File: src/hdl/b64e_pkg.sv
// b64e_pkg: shared types, character codes and the sextet-to-ASCII function
// for the line-wrapped base64 encoder. No dependencies.
`timescale 1ns / 1ps
`default_nettype none

package b64e_pkg;

    localparam int unsigned BYTE_W     = 8;
    localparam int unsigned QUAD_CNT_W = 5;
    localparam int unsigned WORD_W     = 24;

    localparam logic [7:0] CHAR_CR  = 8'd13;
    localparam logic [7:0] CHAR_LF  = 8'd10;
    localparam logic [7:0] CHAR_PAD = 8'd61;

    // Character slots within one job; quads start at SLOT_S0, bare CR LF at SLOT_CR.
    localparam logic [2:0] SLOT_S0 = 3'd0;
    localparam logic [2:0] SLOT_S1 = 3'd1;
    localparam logic [2:0] SLOT_S2 = 3'd2;
    localparam logic [2:0] SLOT_S3 = 3'd3;
    localparam logic [2:0] SLOT_CR = 3'd4;
    localparam logic [2:0] SLOT_LF = 3'd5;

    // One queued unit of output work: an optional quad and an optional CR LF.
    typedef struct packed {
        logic                has_quad;
        logic                add_crlf;
        logic [1:0]          pad_count;
        logic [WORD_W-1:0]   word;
    } job_t;

    function automatic logic [7:0] sextet_char(input logic [5:0] v);
        logic [7:0] c;
        c = 8'd0;
        if (v inside {[6'd0:6'd25]})
            c = 8'd65 + {2'b00, v};
        else if (v inside {[6'd26:6'd51]})
            c = 8'd71 + {2'b00, v};
        else if (v inside {[6'd52:6'd61]})
            c = {2'b00, v} - 8'd4;
        else if (v == 6'd62)
            c = 8'd43;
        else
            c = 8'd47;
        return c;
    endfunction

endpackage

`default_nettype wire

File: src/hdl/b64e_front.sv
// b64e_front: accepts message bytes, gathers triplets, tracks line position
// and pushes one job per item that gives output. Depends on b64e_pkg.
`timescale 1ns / 1ps
`default_nettype none

module b64e_front #(
    parameter int unsigned QUADS_PER_LINE = 19
) (
    input  wire logic                        clk,
    input  wire logic                        rst_n,
    input  wire logic                        in_valid,
    output logic                             in_stall,
    input  wire logic [7:0]                  data_byte,
    input  wire logic                        carries_byte,
    input  wire logic                        ends_message,
    input  wire logic                        queue_full,
    output logic                             push,
    output b64e_pkg::job_t                   push_job
);

    logic [15:0]                         held_reg, held_next;
    logic [1:0]                          count_reg, count_next;
    logic [b64e_pkg::QUAD_CNT_W-1:0]     quads_reg, quads_next;
    logic                                started_reg, started_next;

    logic                                accept;
    logic [15:0]                         c_held;
    logic [1:0]                          c_count;
    logic [b64e_pkg::QUAD_CNT_W-1:0]     c_quads;
    logic [b64e_pkg::QUAD_CNT_W-1:0]     quads_inc;
    logic                                c_started;
    logic                                quad_full;
    logic                                wrap;
    b64e_pkg::job_t                      job;

    assign in_stall = queue_full;
    assign accept   = in_valid && !queue_full;
    assign quads_inc = quads_reg + 1'b1;

    always_comb
    begin
        // effect of the carried byte
        c_held    = held_reg;
        c_count   = count_reg;
        c_quads   = quads_reg;
        c_started = started_reg;
        quad_full = 1'b0;
        wrap      = 1'b0;
        if (carries_byte)
        begin
            c_started = 1'b1;
            if (count_reg == 2'd2)
            begin
                quad_full = 1'b1;
                c_held    = 16'd0;
                c_count   = 2'd0;
                if (quads_inc >= b64e_pkg::QUAD_CNT_W'(QUADS_PER_LINE))
                begin
                    wrap    = 1'b1;
                    c_quads = '0;
                end
                else
                begin
                    c_quads = quads_inc;
                end
            end
            else
            begin
                c_held  = {held_reg[7:0], data_byte};
                c_count = count_reg + 2'd1;
            end
        end

        // classify into a job
        job.has_quad  = quad_full;
        job.add_crlf  = wrap;
        job.pad_count = 2'd0;
        job.word      = {held_reg, data_byte};
        if (ends_message)
        begin
            if (c_count == 2'd1)
            begin
                job.has_quad  = 1'b1;
                job.add_crlf  = 1'b1;
                job.pad_count = 2'd2;
                job.word      = {c_held[7:0], 16'd0};
            end
            else if (c_count == 2'd2)
            begin
                job.has_quad  = 1'b1;
                job.add_crlf  = 1'b1;
                job.pad_count = 2'd1;
                job.word      = {c_held, 8'd0};
            end
            else
            begin
                job.add_crlf = wrap || (c_quads != '0) || !c_started;
            end
        end

        held_next    = held_reg;
        count_next   = count_reg;
        quads_next   = quads_reg;
        started_next = started_reg;
        if (accept)
        begin
            if (ends_message)
            begin
                held_next    = 16'd0;
                count_next   = 2'd0;
                quads_next   = '0;
                started_next = 1'b0;
            end
            else
            begin
                held_next    = c_held;
                count_next   = c_count;
                quads_next   = c_quads;
                started_next = c_started;
            end
        end
    end

    assign push     = accept && (job.has_quad || job.add_crlf);
    assign push_job = job;

    always_ff @(posedge clk or negedge rst_n)
    begin
        if (!rst_n)
        begin
            held_reg    <= 16'd0;
            count_reg   <= 2'd0;
            quads_reg   <= '0;
            started_reg <= 1'b0;
        end
        else
        begin
            held_reg    <= held_next;
            count_reg   <= count_next;
            quads_reg   <= quads_next;
            started_reg <= started_next;
        end
    end

endmodule

`default_nettype wire

File: src/hdl/b64e_queue.sv
// b64e_queue: small register FIFO that decouples the front from the back.
// No dependencies.
`timescale 1ns / 1ps
`default_nettype none

module b64e_queue #(
    parameter int unsigned WIDTH = 28,
    parameter int unsigned DEPTH = 2
) (
    input  wire logic             clk,
    input  wire logic             rst_n,
    input  wire logic             push,
    input  wire logic [WIDTH-1:0] push_data,
    input  wire logic             pop,
    output logic [WIDTH-1:0]      pop_data,
    output logic                  full,
    output logic                  empty
);

    localparam int unsigned AW = (DEPTH > 1) ? $clog2(DEPTH) : 1;
    localparam int unsigned CW = $clog2(DEPTH + 1);

    logic [WIDTH-1:0] slot_reg [DEPTH];
    logic [AW-1:0]    wr_reg, wr_next;
    logic [AW-1:0]    rd_reg, rd_next;
    logic [CW-1:0]    fill_reg, fill_next;
    logic             do_push;
    logic             do_pop;

    assign full     = (fill_reg == CW'(DEPTH));
    assign empty    = (fill_reg == '0);
    assign do_push  = push && !full;
    assign do_pop   = pop && !empty;
    assign pop_data = slot_reg[rd_reg];

    always_comb
    begin
        wr_next   = wr_reg;
        rd_next   = rd_reg;
        fill_next = fill_reg;
        if (do_push)
            wr_next = (wr_reg == AW'(DEPTH - 1)) ? '0 : wr_reg + 1'b1;
        if (do_pop)
            rd_next = (rd_reg == AW'(DEPTH - 1)) ? '0 : rd_reg + 1'b1;
        if (do_push && !do_pop)
            fill_next = fill_reg + 1'b1;
        else if (do_pop && !do_push)
            fill_next = fill_reg - 1'b1;
    end

    always_ff @(posedge clk)
    begin
        if (do_push)
            slot_reg[wr_reg] <= push_data;
    end

    always_ff @(posedge clk or negedge rst_n)
    begin
        if (!rst_n)
        begin
            wr_reg   <= '0;
            rd_reg   <= '0;
            fill_reg <= '0;
        end
        else
        begin
            wr_reg   <= wr_next;
            rd_reg   <= rd_next;
            fill_reg <= fill_next;
        end
    end

endmodule

`default_nettype wire

File: src/hdl/b64e_back.sv
// b64e_back: pulls jobs from the queue and writes them out one character per
// cycle while out_stall is low, through an output register. Depends on b64e_pkg.
`timescale 1ns / 1ps
`default_nettype none

module b64e_back (
    input  wire logic            clk,
    input  wire logic            rst_n,
    input  wire logic            queue_empty,
    input  wire b64e_pkg::job_t  queue_job,
    output logic                 pop,
    output logic                 out_valid,
    input  wire logic            out_stall,
    output logic [7:0]           out_char,
    output logic                 last_of_run
);

    b64e_pkg::job_t job_reg;
    logic           busy_reg, busy_next;
    logic [2:0]     slot_reg, slot_next;
    logic           valid_reg, valid_next;
    logic [7:0]     char_reg;
    logic           last_reg;

    logic           advance;
    logic           is_last;
    logic [7:0]     cur_char;

    assign advance = busy_reg && (!valid_reg || !out_stall);
    assign is_last = (slot_reg == b64e_pkg::SLOT_LF)
                  || ((slot_reg == b64e_pkg::SLOT_S3) && !job_reg.add_crlf);
    assign pop     = !queue_empty && (!busy_reg || (advance && is_last));

    always_comb
    begin
        case (slot_reg)
            b64e_pkg::SLOT_S0: cur_char = b64e_pkg::sextet_char(job_reg.word[23:18]);
            b64e_pkg::SLOT_S1: cur_char = b64e_pkg::sextet_char(job_reg.word[17:12]);
            b64e_pkg::SLOT_S2: cur_char = (job_reg.pad_count == 2'd2) ? b64e_pkg::CHAR_PAD
                                        : b64e_pkg::sextet_char(job_reg.word[11:6]);
            b64e_pkg::SLOT_S3: cur_char = (job_reg.pad_count != 2'd0) ? b64e_pkg::CHAR_PAD
                                        : b64e_pkg::sextet_char(job_reg.word[5:0]);
            b64e_pkg::SLOT_CR: cur_char = b64e_pkg::CHAR_CR;
            b64e_pkg::SLOT_LF: cur_char = b64e_pkg::CHAR_LF;
            default:           cur_char = b64e_pkg::CHAR_LF;
        endcase
    end

    always_comb
    begin
        busy_next  = busy_reg;
        slot_next  = slot_reg;
        valid_next = valid_reg;
        if (advance)
        begin
            valid_next = 1'b1;
            slot_next  = slot_reg + 3'd1;
            if (is_last)
                busy_next = 1'b0;
        end
        else if (!out_stall)
        begin
            valid_next = 1'b0;
        end
        if (pop)
        begin
            busy_next = 1'b1;
            slot_next = queue_job.has_quad ? b64e_pkg::SLOT_S0 : b64e_pkg::SLOT_CR;
        end
    end

    always_ff @(posedge clk)
    begin
        if (pop)
            job_reg <= queue_job;
        if (advance)
        begin
            char_reg <= cur_char;
            last_reg <= is_last;
        end
    end

    always_ff @(posedge clk or negedge rst_n)
    begin
        if (!rst_n)
        begin
            busy_reg  <= 1'b0;
            slot_reg  <= b64e_pkg::SLOT_S0;
            valid_reg <= 1'b0;
        end
        else
        begin
            busy_reg  <= busy_next;
            slot_reg  <= slot_next;
            valid_reg <= valid_next;
        end
    end

    assign out_valid   = valid_reg;
    assign out_char    = char_reg;
    assign last_of_run = last_reg;

endmodule

`default_nettype wire

File: src/hdl/base64_line_wrapped_encoder_top.sv
// Streaming MIME base64 encoder with CR LF line wrapping: the top level.
// Depends on b64e_pkg, b64e_front, b64e_queue and b64e_back.
//
// The encoder takes one message byte per input word and gives base64 characters
// one per output word. Three bytes make four characters; after QUADS_PER_LINE
// quads (76 characters by default) a CR LF follows. A word with ends_message set
// closes the message: a partial triplet is padded with '=' and CR LF closes the
// output, except when a line has just been closed. last_of_run marks the final
// character caused by an input word; a word may cause no characters at all.
// Input words are taken every cycle while the job queue (QUEUE_DEPTH entries)
// has room. The output side gives one character per cycle while out_stall is
// low, so a word costs as much output time as the characters it causes (0 to 6);
// the output register is the pace-setting unit. An accepted word reaches the
// output through the queue, the back's job register and the output register.
`timescale 1ns / 1ps
`default_nettype none

module base64_line_wrapped_encoder_top #(
    parameter int unsigned QUADS_PER_LINE = 19,
    parameter int unsigned QUEUE_DEPTH    = 2
) (
    input  wire logic       clk,
    input  wire logic       rst_n,
    // input channel
    input  wire logic       in_valid,
    output logic            in_stall,
    input  wire logic [7:0] data_byte,
    input  wire logic       carries_byte,
    input  wire logic       ends_message,
    // output channel
    output logic            out_valid,
    input  wire logic       out_stall,
    output logic [7:0]      out_char,
    output logic            last_of_run
);

    localparam int unsigned JOB_W = $bits(b64e_pkg::job_t);

    logic             push;
    b64e_pkg::job_t   push_job;
    logic             pop;
    logic [JOB_W-1:0] pop_bits;
    b64e_pkg::job_t   pop_job;
    logic             queue_full;
    logic             queue_empty;

    // Front: hold partial triplets and line position, classify each word.
    b64e_front #(
        .QUADS_PER_LINE (QUADS_PER_LINE)
    ) u_front (
        .clk          (clk),
        .rst_n        (rst_n),
        .in_valid     (in_valid),
        .in_stall     (in_stall),
        .data_byte    (data_byte),
        .carries_byte (carries_byte),
        .ends_message (ends_message),
        .queue_full   (queue_full),
        .push         (push),
        .push_job     (push_job)
    );

    // Queue: let the front run ahead while the back drains characters.
    b64e_queue #(
        .WIDTH (JOB_W),
        .DEPTH (QUEUE_DEPTH)
    ) u_queue (
        .clk       (clk),
        .rst_n     (rst_n),
        .push      (push),
        .push_data (push_job),
        .pop       (pop),
        .pop_data  (pop_bits),
        .full      (queue_full),
        .empty     (queue_empty)
    );

    assign pop_job = b64e_pkg::job_t'(pop_bits);

    // Back: expand each job to characters, advance one per cycle unless stalled.
    b64e_back u_back (
        .clk         (clk),
        .rst_n       (rst_n),
        .queue_empty (queue_empty),
        .queue_job   (pop_job),
        .pop         (pop),
        .out_valid   (out_valid),
        .out_stall   (out_stall),
        .out_char    (out_char),
        .last_of_run (last_of_run)
    );

endmodule

`default_nettype wire

File: config.mk
export PLATFORM = sky130hd
export DESIGN_NAME = base64_line_wrapped_encoder_top
export DESIGN_NICKNAME = d
export VERILOG_FILES = /design/src/hdl/b64e_pkg.sv /design/src/hdl/b64e_front.sv /design/src/hdl/b64e_queue.sv /design/src/hdl/b64e_back.sv /design/src/hdl/base64_line_wrapped_encoder_top.sv
export SDC_FILE = /design/constraint.sdc
export NUM_CORES = 1
export LEC_CHECK = 0
export BUFFER_PORTS_ARGS = -buffer_cell sky130_fd_sc_hd__clkbuf_2
export CAP_MARGIN = 15
export CORE_MARGIN = 1
export CORE_UTILIZATION = 35
export DETAILED_ROUTE_END_ITERATION = 6
export PLACE_DENSITY = 0.61
export SLEW_MARGIN = 20
export SYNTH_ARGS = -nofsm -noshare
export SYNTH_HDL_FRONTEND = slang
export SYNTH_SLANG_ARGS = --single-unit
export TNS_END_PERCENT = 1
File: constraint.sdc
create_clock -name clk -period 8.6 [get_ports clk]
set_input_delay 1.29 -clock clk [delete_from_list [all_inputs] [get_ports clk]]
set_output_delay 1.29 -clock clk [all_outputs]
set_load 0.02 [all_outputs]
==> results of run 1 <==
## power by group through the flow
stage / clock [W] / combinational [W] / sequential (W)
floorplan: 0 / 0.000754 / 0.000957
finish: 0.000699 / 0.000975 / 0.000994
global route: 0.000740 / 0.00108 / 0.00101
global placement: 0 / 0.000965 / 0.00100
detailed placement: 0 / 0.000966 / 0.00100
CTS: 0.000712 / 0.000974 / 0.000991
## logic make-up after synthesis
family	synth area share
multiplexers	0.0458
XOR/XNOR	0.0303
AO/OA/AOI/OAI	0.183
flip-flops	0.477
AND/OR/NAND/NOR	0.151
buffers and inverters	0.0369
adder cells (fa/ha/maj)	0.0765
## worst max-delay path, stage by stage
cell and delay, ps:
clkbuf_2 240, inv_2 70, nor3b_2 360, o21ai_1 180
a31oi_1 410, nor2b_2 210, buf_4 340
## layout make-up
class,instances,area [sq um],share of cell area
clock buffers,17,425,0.0502
inverters,40,150,0.0177
flip-flops and latches,125,3590,0.424
well taps,275,344,0.0406
repair buffers,29,158,0.0186
multi-input cells,510,3660,0.432
clock inverters,15,150,0.0177
## metrics by stage
| stage | std cells | hold WS (ps) | power [W] | instance area (sq um) |
|---|---|---|---|---|
| after floorplan | 706 | 439 | 0.00171 | 7520 |
| after global placement | 979 | 455 | 0.00197 | 7900 |
| after detailed placement | 979 | 466 | 0.00197 | 7900 |
| after CTS | 1011 | 481 | 0.00268 | 8470 |
| after global routing | 1011 | 489 | 0.00284 | 8470 |
| final | 1011 | 474 | 0.00267 | 8470 |
## worst max path at each step
stage,from,endpoint,slack [ps],cells past startpoint
finish,carries_byte,u_queue.slot_reg[0][24],5560,7
CTS,in_valid,u_queue.slot_reg[0][13],5540,6
detailed placement,in_valid,u_queue.slot_reg[0][9],5100,6
global placement,carries_byte,u_queue.slot_reg[0][9],5180,7
floorplan,carries_byte,u_queue.slot_reg[0][0],4680,5
global route,in_valid,u_queue.slot_reg[0][1],5350,6
## placed cells by master, fill, tap and decap left out, drive strengths merged, types with 20 or more instances in the layout
| cell | count |
|---|---|
| edfxtp | 92 |
| nand2 | 64 |
| inv | 48 |
| ha | 46 |
| nor2 | 42 |
| clkbuf | 41 |
| o21ai | 36 |
| dfrtp | 33 |
| a21oi | 30 |
| mux2 | 27 |
| nand3 | 23 |
| a22o | 20 |
| nor3 | 20 |
## routing by layer
| layer | track usage | up-vias | wire length (um) | part of all wire |
|---|---|---|---|---|
| met1 | 0.219 | 2560 | 8050 | 0.49 |
| met3 | 0.0374 | 25 | 781 | 0.047 |
| met5 | 0 | - | 0 | 0 |
| met4 | 0.0593 | 0 | 295 | 0.018 |
| met2 | 0.234 | 145 | 7400 | 0.45 |
| li1 | - | 2683 | - | - |
==> impl_metrics.env, run 1 <==
export IMPL_fin_crit_sh=0.354
export IMPL_routedWlPerCell_um=16.3
export IMPL_seqPwrFrac=0.372
export IMPL_portBuffers=24
export IMPL_synth_common_cells="92 x edfxtp_1, 63 x nand2_1, 46 x ha_1, 41 x nor2_1, 37 x inv_1"
export IMPL_synth_edff_count=92
export IMPL_hold_path_depth=1
export IMPL_grt_max_degree=34
export IMPL_initial_utilization=0.358
export IMPL_min_period_ps=3040
export IMPL_clk_path_buf_depth=2
export IMPL_peakVddDrop_uv=173
export IMPL_min_path_type="reg2reg"
export IMPL_cts_hold_buf=0
export IMPL_yosysTopAreaCellShare=0.367
export IMPL_largest_reg_flops=56
export IMPL_first_pass_iters=7
export IMPL_synth_area_leaders="edfxtp_1 37%, dfrtp_1 11%, ha_1 7.7%"
export IMPL_cts_sinks=125
export IMPL_first_iter_violations=519
export IMPL_power_internal_w=0.00164
export IMPL_powerDensity_mw_per_mm2=315
export IMPL_die_area_sq_mm=0.0221
export IMPL_net_switching_power_w=0.00103
export IMPL_viasPerCell=5.35
export IMPL_r2r_start="u_back.job_reg[13]"
export IMPL_yosysWarnings=0
export IMPL_grt_antenna_before_repair=0
export IMPL_clock_skew_ps=8.07
export IMPL_track_usage=0.157
export IMPL_synth_async_reset_ratio=0.264
export IMPL_drive_above_1_share=0.145
export IMPL_worstSetupStartpointType="primary input"
export IMPL_area_growth_pct=12.7
export IMPL_synth_seq_area_share=0.477
export IMPL_htreeDepth=4
export IMPL_maxCapViolCount=0
export IMPL_globalplace_congestion=0.913
export IMPL_worstMarginPinSlew_ps=949
export IMPL_synth_main_ff_cell="edfxtp_1"
export IMPL_cts_resized=0
export IMPL_fmax_mhz=329
export IMPL_first_global_vias=5130
export IMPL_synthDistinctLibCells=82
export IMPL_ant_nets=0
export IMPL_cp_end_kind="flop"
export IMPL_hold_start="u_back.busy_reg"
export IMPL_final_net_count=783
export IMPL_synth_area_sq_mm=0.00752
export IMPL_dp_slack_ps=5100
export IMPL_avgSynthCellArea_sq_um=10.7
export IMPL_coreArea_sq_mm=0.0210
export IMPL_num_vias=5413
export IMPL_dpl_hpwl_um=11800
export IMPL_yosys_cell_count_top_type="edfxtp_1"
export IMPL_cellLeakagePower_nw=3.28
export IMPL_comb_power_share=0.365
export IMPL_finalCoreUtilization=0.403
export IMPL_cts_root_buf="clkbuf_16"
export IMPL_outcome="finished, final reports clean"
export IMPL_die_h_um=149
export IMPL_drc_errors=0
export IMPL_yosys_area_top_type="edfxtp_1"
export IMPL_worstSkewPairLatency_ps=420
export IMPL_synth_nets=766
export IMPL_clkPwrFrac=0.262
export IMPL_fillers=2040
export IMPL_cts_buffers=17
export IMPL_synthCells=706
export IMPL_routed_wirelength_um=16500
export IMPL_holdPathEnd="u_back.out_valid"
export IMPL_cp_data_required_time_ps=8680
export IMPL_critPathMaxFanout=28
export IMPL_setup_viol=0
export IMPL_rsz0062_at_grt="false"
export IMPL_slew_headroom=0.365
export IMPL_hold_violations=0
export IMPL_num_antenna_cells=0
export IMPL_cp_arrival_ps=3120
export IMPL_post_cts_buffers=0
export IMPL_num_rows=53
export IMPL_layout_setup_ws_ps=5560
export IMPL_ioPinCount=25
export IMPL_reg2regPathDepth=8
export IMPL_r2r_slack_ps=5800
export IMPL_grt_pass1_wl_um=26800
export IMPL_drv_slew=0
export IMPL_clkTransAtPathRegs_ps=60
export IMPL_chipWidth_um=149
export IMPL_r2r_end="u_back.out_char[5]"
export IMPL_p_sw_frac=0.385
export IMPL_grt_remaining_overflow=0
export IMPL_cts_tree="built"
export IMPL_setup_tns_final_ps=0
export IMPL_ys_ff_latch=125
export IMPL_critical_path_class="in2reg"
No activity file was read; power rests on OpenSTA's default activity.
==> run 2: changes to the inputs <==
- clock period: 8.6 -> 2.9 ns (I/O delays scaled with it)
==> impl_metrics.env, run 2 (synthesized netlist as in run 1, its figures left out) <==
export IMPL_outcome="finished, final reports clean"
export IMPL_cp_data_required_time_ps=3030
export IMPL_worstSkewPairLatency_ps=410
export IMPL_largest_reg_flops=56
export IMPL_cellLeakagePower_nw=3.32
export IMPL_comb_power_share=0.380
export IMPL_track_usage=0.160
export IMPL_setup_viol=0
export IMPL_cts_buffers=17
export IMPL_clkTransAtPathRegs_ps=60
export IMPL_die_h_um=149
export IMPL_grt_pass1_wl_um=27500
export IMPL_cts_sinks=125
export IMPL_die_area_sq_mm=0.0221
export IMPL_cp_arrival_ps=2740
export IMPL_first_pass_iters=5
export IMPL_cpPeakStageDelay_ps=590
export IMPL_cp_end_kind="flop"
export IMPL_net_switching_power_w=0.00296
export IMPL_post_cts_buffers=0
export IMPL_area_growth_pct=14.1
export IMPL_clk_path_buf_depth=2
export IMPL_layout_cells_most_common="edfxtp_1"
export IMPL_drv_slew=0
export IMPL_ioPinCount=25
export IMPL_seqPwrFrac=0.363
export IMPL_cts_root_buf="clkbuf_16"
export IMPL_dpl_hpwl_um=12200
export IMPL_routed_wirelength_um=16700
export IMPL_num_vias=5430
export IMPL_cts_resized=0
export IMPL_clkPwrFrac=0.257
export IMPL_total_power_w=0.00797
export IMPL_worstMarginPinSlew_ps=989
export IMPL_num_antenna_cells=0
export IMPL_p_sw_frac=0.372
export IMPL_first_global_vias=5262
export IMPL_drive_above_1_share=0.152
export IMPL_path_cells="inv_1, ha_1, nor2b_1, or2_1, and3b_1, o31a_1, o311ai_1, nand4_1"
export IMPL_critical_path_class="reg2reg"
export IMPL_first_iter_violations=512
export IMPL_worstSetupStartpointType="flop"
export IMPL_initial_utilization=0.358
export IMPL_ant_nets=0
export IMPL_grt_antenna_before_repair=0
export IMPL_timing_critical_path_buf_inv=1
export IMPL_viasPerCell=5.32
export IMPL_grt_remaining_overflow=0
export IMPL_portBuffers=24
export IMPL_power_internal_w=0.00501
export IMPL_coreArea_sq_mm=0.0210
export IMPL_rsz0062_at_grt="false"
export IMPL_drc_errors=0
export IMPL_cts_tree="built"
export IMPL_clock_skew_ps=7.89
export IMPL_critPathSlowestCell="edfxtp_1"
export IMPL_routedWlPerCell_um=16.4
export IMPL_critPathMaxFanout=10
export IMPL_htreeDepth=4
export IMPL_holdWs_ps=122
export IMPL_chipWidth_um=149
export IMPL_slew_headroom=0.338
export IMPL_maxCapViolCount=0
export IMPL_powerDensity_mw_per_mm2=929
export IMPL_final_net_count=792
export IMPL_fin_crit_sh=0.901
export IMPL_globalplace_congestion=0.929
export IMPL_peakVddDrop_uv=473
export IMPL_fmax_mhz=383
export IMPL_min_path_type="in2async"
export IMPL_num_rows=53
export IMPL_hold_violations=0
export IMPL_layout_common_cells="92 x edfxtp_1, 63 x nand2_1, 46 x ha_1"
export IMPL_crit_family="simple AND/OR/NAND/NOR gates"
export IMPL_cts_hold_buf=0
export IMPL_min_period_ps=2610
export IMPL_grt_max_degree=34
run 2: cell types whose count changed in the layout (fill, tap and decap cells not counted), sizes merged:
cell,delta
clkinv,-1
clkinvlp,+2
inv,-7
buf,+9
clkbuf,+6
run 2: cell type report:
type / count / area, sq um
clock buffer: 23 / 489
clock inverter: 9 / 86.3
fill: 1992 / 12400
inverter: 40 / 150
multi-input combinational: 510 / 3660
sequential: 125 / 3590
tap: 275 / 344
timing repair buffer: 38 / 263
run 2: worst paths after layout:
check	startpoint	to	slack, ps	cells after the start
max	u_back.job_reg[2]	u_back.out_char[4]	290	8
min	rst_n	u_front.quads_reg[2]	120	1
max reg2reg	u_back.job_reg[2]	u_back.out_char[4]	290	8
min reg2reg	u_back.busy_reg	u_back.out_valid	470	1
max in group asynchronous	rst_n	u_back.slot_reg[1]	2250	1
min in group clk	out_stall	u_back.out_valid	280	3
run 2: power by group through the flow:
stage | clock [W] | combinational, W | sequential [W]
final | 0.00205 | 0.00303 | 0.00289
after global routing | 0.00217 | 0.00336 | 0.00295
after global placement | 0 | 0.00304 | 0.00291
after floorplan | 0 | 0.00224 | 0.00284
after CTS | 0.00209 | 0.00304 | 0.00289
after detailed placement | 0 | 0.00302 | 0.00292
run 2: routing by layer:
layer / vias to the layer above / track usage / wire length (um)
met5: - / 0 / 0
met4: 0 / 0.0485 / 189
met3: 14 / 0.0371 / 652
met2: 133 / 0.246 / 7680
met1: 2586 / 0.223 / 8160
li1: 2697 / - / -
run 2: metrics by stage:
| stage | utilization | std cells | setup TNS, ps | area, sq um | setup WS, ps |
|---|---|---|---|---|---|
| 4_1_cts | 0.408 | 1020 | 0 | 8580 | 282 |
| 6_report | 0.408 | 1020 | 0 | 8580 | 287 |
| 2_1_floorplan | - | 706 | -56.8 | 7520 | -56.8 |
| 5_1_grt | 0.408 | 1020 | 0 | 8580 | 103 |
| 3_3_place_gp | 0.381 | 988 | 0 | 8000 | 325 |
| 3_5_place_dp | 0.381 | 988 | 0 | 8000 | 300 |
run 2: worst reg2reg max path, stage by stage (launching register included):
cell      delay [ps]
edfxtp_1         590
inv_1            170
ha_1             310
nor2b_1          170
or2_1            260
and3b_1          180
o31a_1           270
o311ai_1         260
nand4_1          130
